===== src/design/json_string_unescape_defines.svh =====
// Assertion macros shared by the string unescaper modules.
`ifndef JSON_STRING_UNESCAPE_DEFINES_SVH
`define JSON_STRING_UNESCAPE_DEFINES_SVH

// Checked on every clock edge outside reset.
`define JSU_ASSERT(lbl, prop, msg) \
  lbl: assert property (@(posedge clk_i) disable iff (!rst_ni) (prop)) else $error(msg);

// Checked on every clock edge, reset included.
`define JSU_ASSERT_ALWAYS(lbl, prop, msg) \
  lbl: assert property (@(posedge clk_i) (prop)) else $error(msg);

`endif


===== src/design/jsu_pkg.sv =====
// Types, constants and helper functions for the JSON string unescaper.
package jsu_pkg;

  typedef enum logic [1:0] {
    MODE_IDLE = 2'd0,
    MODE_BODY = 2'd1,
    MODE_ESC  = 2'd2,
    MODE_HEX  = 2'd3
  } mode_e;

  typedef enum logic [1:0] {
    END_QUOTE    = 2'd0,
    END_ZERO     = 2'd1,
    END_NO_QUOTE = 2'd2
  } end_status_e;

  localparam logic [7:0] CH_QUOTE = 8'h22;
  localparam logic [7:0] CH_BSLASH = 8'h5C;
  localparam logic [7:0] CH_NUL = 8'h00;
  localparam logic [7:0] CH_U = 8'h75;

  // Output buffer: room for the widest burst plus one waiting result.
  localparam int unsigned MaxResults = 3;
  localparam int unsigned BufDepth = MaxResults + 1;
  localparam int unsigned BufCntW = $clog2(BufDepth + 1);
  localparam int unsigned NumW = $clog2(MaxResults + 1);

  typedef struct packed {
    logic [7:0]  data;
    logic        has_byte;
    logic        last;
    end_status_e status;
  } res_t;

  typedef struct packed {
    res_t [MaxResults-1:0] res;
    logic [NumW-1:0]       num;
  } dec_t;

  function automatic res_t mk_data(input logic [7:0] b);
    res_t r;
    r.data = b;
    r.has_byte = 1'b1;
    r.last = 1'b0;
    r.status = END_QUOTE;
    return r;
  endfunction

  function automatic res_t mk_end(input end_status_e st);
    res_t r;
    r.data = 8'h00;
    r.has_byte = 1'b0;
    r.last = 1'b1;
    r.status = st;
    return r;
  endfunction

  // Non-hex characters count as digit zero.
  function automatic logic [3:0] hex_value(input logic [7:0] c);
    logic [7:0] v;
    v = 8'h00;
    if (c inside {[8'h30:8'h39]}) v = c - 8'h30;
    else if (c inside {[8'h61:8'h66]}) v = c - 8'h57;
    else if (c inside {[8'h41:8'h46]}) v = c - 8'h37;
    return v[3:0];
  endfunction

  function automatic logic [7:0] esc_map(input logic [7:0] c);
    logic [7:0] r;
    case (c)
      8'h62:   r = 8'h08;
      8'h66:   r = 8'h0C;
      8'h6E:   r = 8'h0A;
      8'h72:   r = 8'h0D;
      8'h74:   r = 8'h09;
      default: r = c;
    endcase
    return r;
  endfunction

  function automatic dec_t utf8_encode(input logic [15:0] cp);
    dec_t d;
    d = '0;
    if (cp < 16'h0080) begin
      d.res[0] = mk_data(cp[7:0]);
      d.num = NumW'(1);
    end else if (cp < 16'h0800) begin
      d.res[0] = mk_data(8'hC0 | {3'b000, cp[10:6]});
      d.res[1] = mk_data(8'h80 | {2'b00, cp[5:0]});
      d.num = NumW'(2);
    end else begin
      d.res[0] = mk_data(8'hE0 | {4'h0, cp[15:12]});
      d.res[1] = mk_data(8'h80 | {2'b00, cp[11:6]});
      d.res[2] = mk_data(8'h80 | {2'b00, cp[5:0]});
      d.num = NumW'(3);
    end
    return d;
  endfunction

endpackage


===== src/design/json_string_unescape.sv =====
// Top level of the JSON string unescaper: decoder plus output buffer.
//
// Streams one JSON string literal, opening quote first, and emits its
// unescaped bytes, ending each string with one result that carries last and
// a status. One byte is taken per cycle: a byte is accepted whenever the
// four-entry output buffer holds at most one result, so plain text and
// short escapes flow at one byte per clock while the output is ready. A
// \uXXXX escape that encodes to two or three UTF-8 bytes puts a burst into
// the buffer, and input then stalls while the single output port drains
// it. No result is ever dropped under output backpressure.
`include "json_string_unescape_defines.svh"

module json_string_unescape (
  input  logic       clk_i,
  input  logic       rst_ni,
  input  logic       in_valid_i,
  output logic       in_ready_o,
  input  logic [7:0] in_byte_i,
  output logic       out_valid_o,
  input  logic       out_ready_i,
  output logic [7:0] out_byte_o,
  output logic       out_has_byte_o,
  output logic       out_last_o,
  output logic [1:0] out_end_status_o
);

  localparam int unsigned CntW = jsu_pkg::BufCntW;

  jsu_pkg::dec_t     dec;
  jsu_pkg::res_t     slot_q [jsu_pkg::BufDepth];
  jsu_pkg::res_t     slot_d [jsu_pkg::BufDepth];
  logic [CntW-1:0]   count_q, count_d;
  logic [CntW-1:0]   count_mid;
  logic              in_fire;
  logic              pop;

  // Accept only while a full burst still fits.
  assign in_ready_o = (count_q <= CntW'(jsu_pkg::BufDepth - jsu_pkg::MaxResults));
  assign in_fire = in_valid_i && in_ready_o;
  assign out_valid_o = (count_q != '0);
  assign pop = out_valid_o && out_ready_i;

  jsu_decode u_decode (
    .clk_i     (clk_i),
    .rst_ni    (rst_ni),
    .in_fire_i (in_fire),
    .in_byte_i (in_byte_i),
    .dec_o     (dec)
  );

  always_comb begin
    for (int i = 0; i < jsu_pkg::BufDepth - 1; i++) begin
      slot_d[i] = pop ? slot_q[i + 1] : slot_q[i];
    end
    slot_d[jsu_pkg::BufDepth - 1] = slot_q[jsu_pkg::BufDepth - 1];
    count_mid = count_q - CntW'(pop);
    // append new results behind whatever is left after the pop
    for (int i = 0; i < jsu_pkg::BufDepth; i++) begin
      for (int k = 0; k < jsu_pkg::MaxResults; k++) begin
        if (in_fire && (CntW'(k) < CntW'(dec.num)) &&
            (count_mid + CntW'(k) == CntW'(i))) begin
          slot_d[i] = dec.res[k];
        end
      end
    end
    count_d = count_mid + (in_fire ? CntW'(dec.num) : CntW'(0));
  end

  always_ff @(posedge clk_i) begin
    for (int i = 0; i < jsu_pkg::BufDepth; i++) begin
      slot_q[i] <= slot_d[i];
    end
  end

  always_ff @(posedge clk_i or negedge rst_ni) begin
    if (!rst_ni) begin
      count_q <= '0;
    end else begin
      count_q <= count_d;
    end
  end

  assign out_byte_o = slot_q[0].data;
  assign out_has_byte_o = slot_q[0].has_byte;
  assign out_last_o = slot_q[0].last;
  assign out_end_status_o = slot_q[0].status;

  `JSU_ASSERT_ALWAYS(a_count_bound, count_q <= CntW'(jsu_pkg::BufDepth), "output buffer overfilled")
  `JSU_ASSERT(a_end_has_no_byte, (out_valid_o && out_last_o) |-> (!out_has_byte_o && out_byte_o == 8'h00), "end result carries a byte")
  `JSU_ASSERT(a_data_status_zero, (out_valid_o && !out_last_o) |-> (out_has_byte_o && out_end_status_o == 2'd0), "data result carries a status")

endmodule


===== src/design/jsu_decode.sv =====
// Escape decoder: parser state and the results one input byte produces.
`include "json_string_unescape_defines.svh"

module jsu_decode (
  input  logic          clk_i,
  input  logic          rst_ni,
  input  logic          in_fire_i,
  input  logic [7:0]    in_byte_i,
  output jsu_pkg::dec_t dec_o
);

  jsu_pkg::mode_e mode_q, mode_d;
  logic [1:0]     digits_q, digits_d;
  logic [15:0]    cp_q, cp_d;
  logic [15:0]    cp_full;

  assign cp_full = {cp_q[11:0], jsu_pkg::hex_value(in_byte_i)};

  always_comb begin
    mode_d = mode_q;
    digits_d = digits_q;
    cp_d = cp_q;
    dec_o = '0;
    case (mode_q)
      jsu_pkg::MODE_IDLE: begin
        if (in_byte_i == jsu_pkg::CH_QUOTE) begin
          mode_d = jsu_pkg::MODE_BODY;
        end else begin
          dec_o.res[0] = jsu_pkg::mk_end(jsu_pkg::END_NO_QUOTE);
          dec_o.num = jsu_pkg::NumW'(1);
        end
      end
      jsu_pkg::MODE_BODY: begin
        if (in_byte_i == jsu_pkg::CH_QUOTE) begin
          mode_d = jsu_pkg::MODE_IDLE;
          dec_o.res[0] = jsu_pkg::mk_end(jsu_pkg::END_QUOTE);
          dec_o.num = jsu_pkg::NumW'(1);
        end else if (in_byte_i == jsu_pkg::CH_NUL) begin
          mode_d = jsu_pkg::MODE_IDLE;
          dec_o.res[0] = jsu_pkg::mk_end(jsu_pkg::END_ZERO);
          dec_o.num = jsu_pkg::NumW'(1);
        end else if (in_byte_i == jsu_pkg::CH_BSLASH) begin
          mode_d = jsu_pkg::MODE_ESC;
        end else begin
          dec_o.res[0] = jsu_pkg::mk_data(in_byte_i);
          dec_o.num = jsu_pkg::NumW'(1);
        end
      end
      jsu_pkg::MODE_ESC: begin
        if (in_byte_i == jsu_pkg::CH_NUL) begin
          mode_d = jsu_pkg::MODE_IDLE;
          dec_o.res[0] = jsu_pkg::mk_end(jsu_pkg::END_ZERO);
          dec_o.num = jsu_pkg::NumW'(1);
        end else if (in_byte_i == jsu_pkg::CH_U) begin
          mode_d = jsu_pkg::MODE_HEX;
          digits_d = 2'd0;
          cp_d = 16'h0000;
        end else begin
          mode_d = jsu_pkg::MODE_BODY;
          dec_o.res[0] = jsu_pkg::mk_data(jsu_pkg::esc_map(in_byte_i));
          dec_o.num = jsu_pkg::NumW'(1);
        end
      end
      jsu_pkg::MODE_HEX: begin
        if (in_byte_i == jsu_pkg::CH_NUL) begin
          // drop the partial code point
          mode_d = jsu_pkg::MODE_IDLE;
          digits_d = 2'd0;
          dec_o.res[0] = jsu_pkg::mk_end(jsu_pkg::END_ZERO);
          dec_o.num = jsu_pkg::NumW'(1);
        end else if (digits_q == 2'd3) begin
          mode_d = jsu_pkg::MODE_BODY;
          digits_d = 2'd0;
          cp_d = 16'h0000;
          dec_o = jsu_pkg::utf8_encode(cp_full);
        end else begin
          cp_d = cp_full;
          digits_d = digits_q + 2'd1;
        end
      end
      default: begin
        mode_d = jsu_pkg::MODE_IDLE;
      end
    endcase
  end

  always_ff @(posedge clk_i or negedge rst_ni) begin
    if (!rst_ni) begin
      mode_q <= jsu_pkg::MODE_IDLE;
      digits_q <= 2'd0;
      cp_q <= 16'h0000;
    end else if (in_fire_i) begin
      mode_q <= mode_d;
      digits_q <= digits_d;
      cp_q <= cp_d;
    end
  end

  `JSU_ASSERT(a_digits_only_in_hex, (mode_q != jsu_pkg::MODE_HEX) |-> (digits_q == 2'd0), "hex digit count outside hex run")
  `JSU_ASSERT(a_burst_only_from_hex, (dec_o.num > jsu_pkg::NumW'(1)) |-> (mode_q == jsu_pkg::MODE_HEX), "multi-byte burst outside hex run")
  `JSU_ASSERT(a_end_returns_idle, (in_fire_i && dec_o.num != '0 && dec_o.res[0].last) |=> (mode_q == jsu_pkg::MODE_IDLE), "string end did not return to idle")

endmodule

===== config.mk =====
export PLATFORM = sky130hd
export DESIGN_NAME = json_string_unescape
export DESIGN_NICKNAME = d
export VERILOG_FILES = /design/src/design/jsu_pkg.sv /design/src/design/json_string_unescape.sv /design/src/design/jsu_decode.sv
export VERILOG_INCLUDE_DIRS = /design/src /design/src/design
export SDC_FILE = /design/constraint.sdc
export NUM_CORES = 1
export LEC_CHECK = 0
export ABC_AREA = 1
export BUFFER_PORTS_ARGS = -buffer_cell sky130_fd_sc_hd__buf_2
export CAP_MARGIN = 20
export CELL_PAD_IN_SITES_DETAIL_PLACEMENT = 1
export CELL_PAD_IN_SITES_GLOBAL_PLACEMENT = 1
export CORE_MARGIN = 2
export CORE_UTILIZATION = 49
export CTS_CLUSTER_DIAMETER = 50
export DETAILED_ROUTE_END_ITERATION = 7
export PLACE_DENSITY = 0.95
export SETUP_SLACK_MARGIN = 0.15
export SLEW_MARGIN = 10
export SYNTH_ARGS = -nofsm -noshare
export SYNTH_HDL_FRONTEND = slang
export SYNTH_SLANG_ARGS = --single-unit

===== constraint.sdc =====
create_clock -name clk_i -period 6.35 [get_ports clk_i]
set_input_delay 0.635 -clock clk_i [delete_from_list [all_inputs] [get_ports clk_i]]
set_output_delay 0.635 -clock clk_i [all_outputs]
set_load 0.01 [all_outputs]

==> impl_metrics.csv <==
group,metric,value,unit
status,outcome,"finished, final reports clean",
cts,clock_path_buffers,2,
detailed_routing,wire_per_inst,18.6,µm
cts,post_cts_buffers,0,
layout,final_nets,698,
worst_setup_path,worstPathMaxFanout,13,
placed_design,dp_worst_setup_slack,2.07,ns
cts,clkTransAtPathRegs,0.09,ns
detailed_routing,drtIter0Drc,250,
cts,cts_resized,0,
floorplan,std_cell_rows,35,
floorplan,die_area,10300,µm²
cts,cts-root-buf,"clkbuf_8",
layout,final_common_cell,"nand2_1",
timing,postLayoutSetupSlackWorst,2.03,ns
timing,maxSlewHeadroom,0.388,
worst_setup_path,reg2reg_from,"count_q[2]",
timing,drv_slew,0,
logic_synthesis,syn_area,4650,µm²
timing,hold_viol_final,0,
floorplan,die_w,101,µm
power_and_ir_drop,ir_drop,143,µV
cts,cts_htree_levels,3,
timing,tns,0,ns
logic_synthesis,netlist.area_leader.share,0.207,
logic_synthesis,syn_inst,653,
global_routing,grt_first_pass_wirelength,24.4,mm
detailed_routing,drc,0,
placed_design,placed_cell_area,4860,µm²
hold_path,hp-class,"in2async",
cts,clock_latency,0.36,ns
cts,postCtsHoldBufs,0,
floorplan,initial_utilization,0.503,
power_and_ir_drop,p_leak,0.00255,µW
worst_setup_path,crit_required,6.38,ns
worst_setup_path,crit_type,"reg2reg",
detailed_routing,wirelength,15.1,mm
logic_synthesis,netlist_top_cells_area,"edfxtp_1 (21%), nand2_1 (17%), dfrtp_1 (10%)",
placed_design,port_buffers,25,
global_routing,grt_overflow_total,0,
floorplan,fp.coreArea,9240,µm²
worst_setup_path,cp-start-kind,"flip-flop",
global_routing,antenna_found_initial,0,
cts,clock_sinks,67,
logic_synthesis,yosys_warnings,0,
detailed_routing,vias_per_cell,5.71,
timing,finalClockSkew,0.0134,ns
timing,post-route-period-util,0.680,
logic_synthesis,synth_nets,675,
flow_run,cap_violations,0,
detailed_routing,num_vias,4627,
layout,final_cell_mix,"nand2_1 (206), nand3_1 (79), inv_1 (70)",
logic_synthesis,synth_cell_type_count,39,
logic_synthesis,ys_seq_elements,67,
worst_setup_path,rrSetupSlack,2.03,ns
layout,antennaDiodeCount,0,
timing,worstMarginPinSlew,0.908,ns
worst_setup_path,worstSetupEndpointType,"flip-flop",
detailed_routing,dr.pass1.iters,5,
placed_design,gp_congestion,0.902,
cts,cts_tree,"built",
logic_synthesis,ys_seq_area_frac,0.378,
power_and_ir_drop,power.density,362,nW/µm²
layout,syn_to_final_growth,9.37,%
floorplan,io_pins,26,
global_routing,grt_pass1_vias,4761,
global_routing,track_usage,0.312,
cts,cts_buffers,9,
layout,design_area,5080,µm²
global_routing,grt_max_degree,24,
timing,rsz0062_at_grt,"no",
timing,max_freq,0.232,GHz
worst_setup_path,r2r_end,"slot_q[3][4]",
timing,layout_min_cycle_time,4.32,ns
logic_synthesis,synth_area_per_cell,7.12,µm²
worst_setup_path,r2r.worst_path.cells,14,
layout,drive_above_1_share,0.141,
detailed_routing,ant_nets,0,
worst_setup_path,cp-startpoint,"count_q[2]",
placed_design,dp_hpwl,11.6,mm
worst_setup_path,crit_end,"slot_q[3][4]",
floorplan,die_h,101,µm
worst_setup_path,crit_arrival,4.34,ns
timing,finalSetupViolations,0,
logic_synthesis,synth_area_leader_cell,"edfxtp_1",
==> flip-flops by register name (all words and copies together), names as in the netlist <==
name               count
u_decode.digits_q      2
count_q                3
u_decode.cp_q         12
slot_q                48
u_decode.mode_q        2
==> cell usage after synthesis <==
library cell  number
nand2_1          206
nand3_1           79
inv_1             70
nor2_1            59
edfxtp_1          32
a21oi_1           28
o21ai_0           21
dfrtp_1           19
o22ai_1           17
dfxtp_1           16
inv_2             12
o21ai_1           10
ha_1               9
nor2_4             8
buf_2              6
nand2_2            6
nand3_2            6
o211ai_1           6
buf_4              4
clkbuf_1           3
inv_4              3
nand2_4            3
nand3_4            3
nand4_1            3
nor2_2             3
nor2_8             3
nor3_1             3
nor3_4             2
o21a_1             2
or2_2              2
a22oi_1            1
a32oi_1            1
buf_6              1
fa_1               1
nand4_2            1
nor4_2             1
o21ai_2            1
or2_1              1
xnor2_1            1
==> cells by family after synthesis <==
| kind of cell | Yosys count | synth area share |
|---|---|---|
| fa+ha+maj | 10 | 0.0285 |
| compound gates | 87 | 0.105 |
| flops | 67 | 0.378 |
| buf+inv | 99 | 0.0880 |
| simple gates | 389 | 0.399 |
| xor+xnor | 1 | 0.00189 |
==> per-stage QoR <==
step                cells  total power [µW]  hold slack [ns]   util
floorplan             653              1200            0.339      -
global route          810              1950            0.271  0.550
global placement      794              1370            0.424  0.526
detailed placement    794              1420            0.433  0.526
finish                810              1840            0.225  0.550
CTS                   810              1830            0.243  0.550
==> layer usage <==
metal / wire length, µm / GRT usage
met1: 6560 / 0.407
met2: 7200 / 0.521
met3: 878 / 0.0504
met4: 447 / 0.122
met5: 0 / 0
==> layout make-up <==
class	instances	area, µm²
clock buffers	9	124
well taps	129	161
clock inverters	7	100
multi-input cells	487	2480
repair buffers	26	133
inverters	85	327
fillers	1247	4160
flip-flops and latches	67	1760
==> worst max-delay path: stages, from the launching register on <==
cell     delay (ns)
dfrtp_1        0.40
nor2_1         0.17
nand2_1        0.09
nand2_1        0.45
inv_1          0.27
ha_1           0.27
ha_1           0.19
or2_2          0.28
nand2_1        0.12
inv_1          0.13
nor2_1         0.66
nand2_1        0.42
nand2_1        0.19
inv_2          0.08
nand2_1        0.26
==> worst min-delay path by stage <==
stage            startpoint                 end
2_1_floorplan        rst_ni          count_q[0]
3_3_place_gp   slot_q[0][2]        slot_q[0][2]
3_5_place_dp   slot_q[0][2]        slot_q[0][2]
4_1_cts              rst_ni  u_decode.mode_q[1]
5_1_grt              rst_ni  u_decode.mode_q[1]
6_report             rst_ni  u_decode.mode_q[1]
==> power breakdown <==
part           switching, µW  internal [µW]  leakage [µW]  total (µW)
registers               67.8            607      0.000641         675
logic                    535            219       0.00180         754
clock network            189            224      0.000114         412
Power figures use the tool's default switching activity.
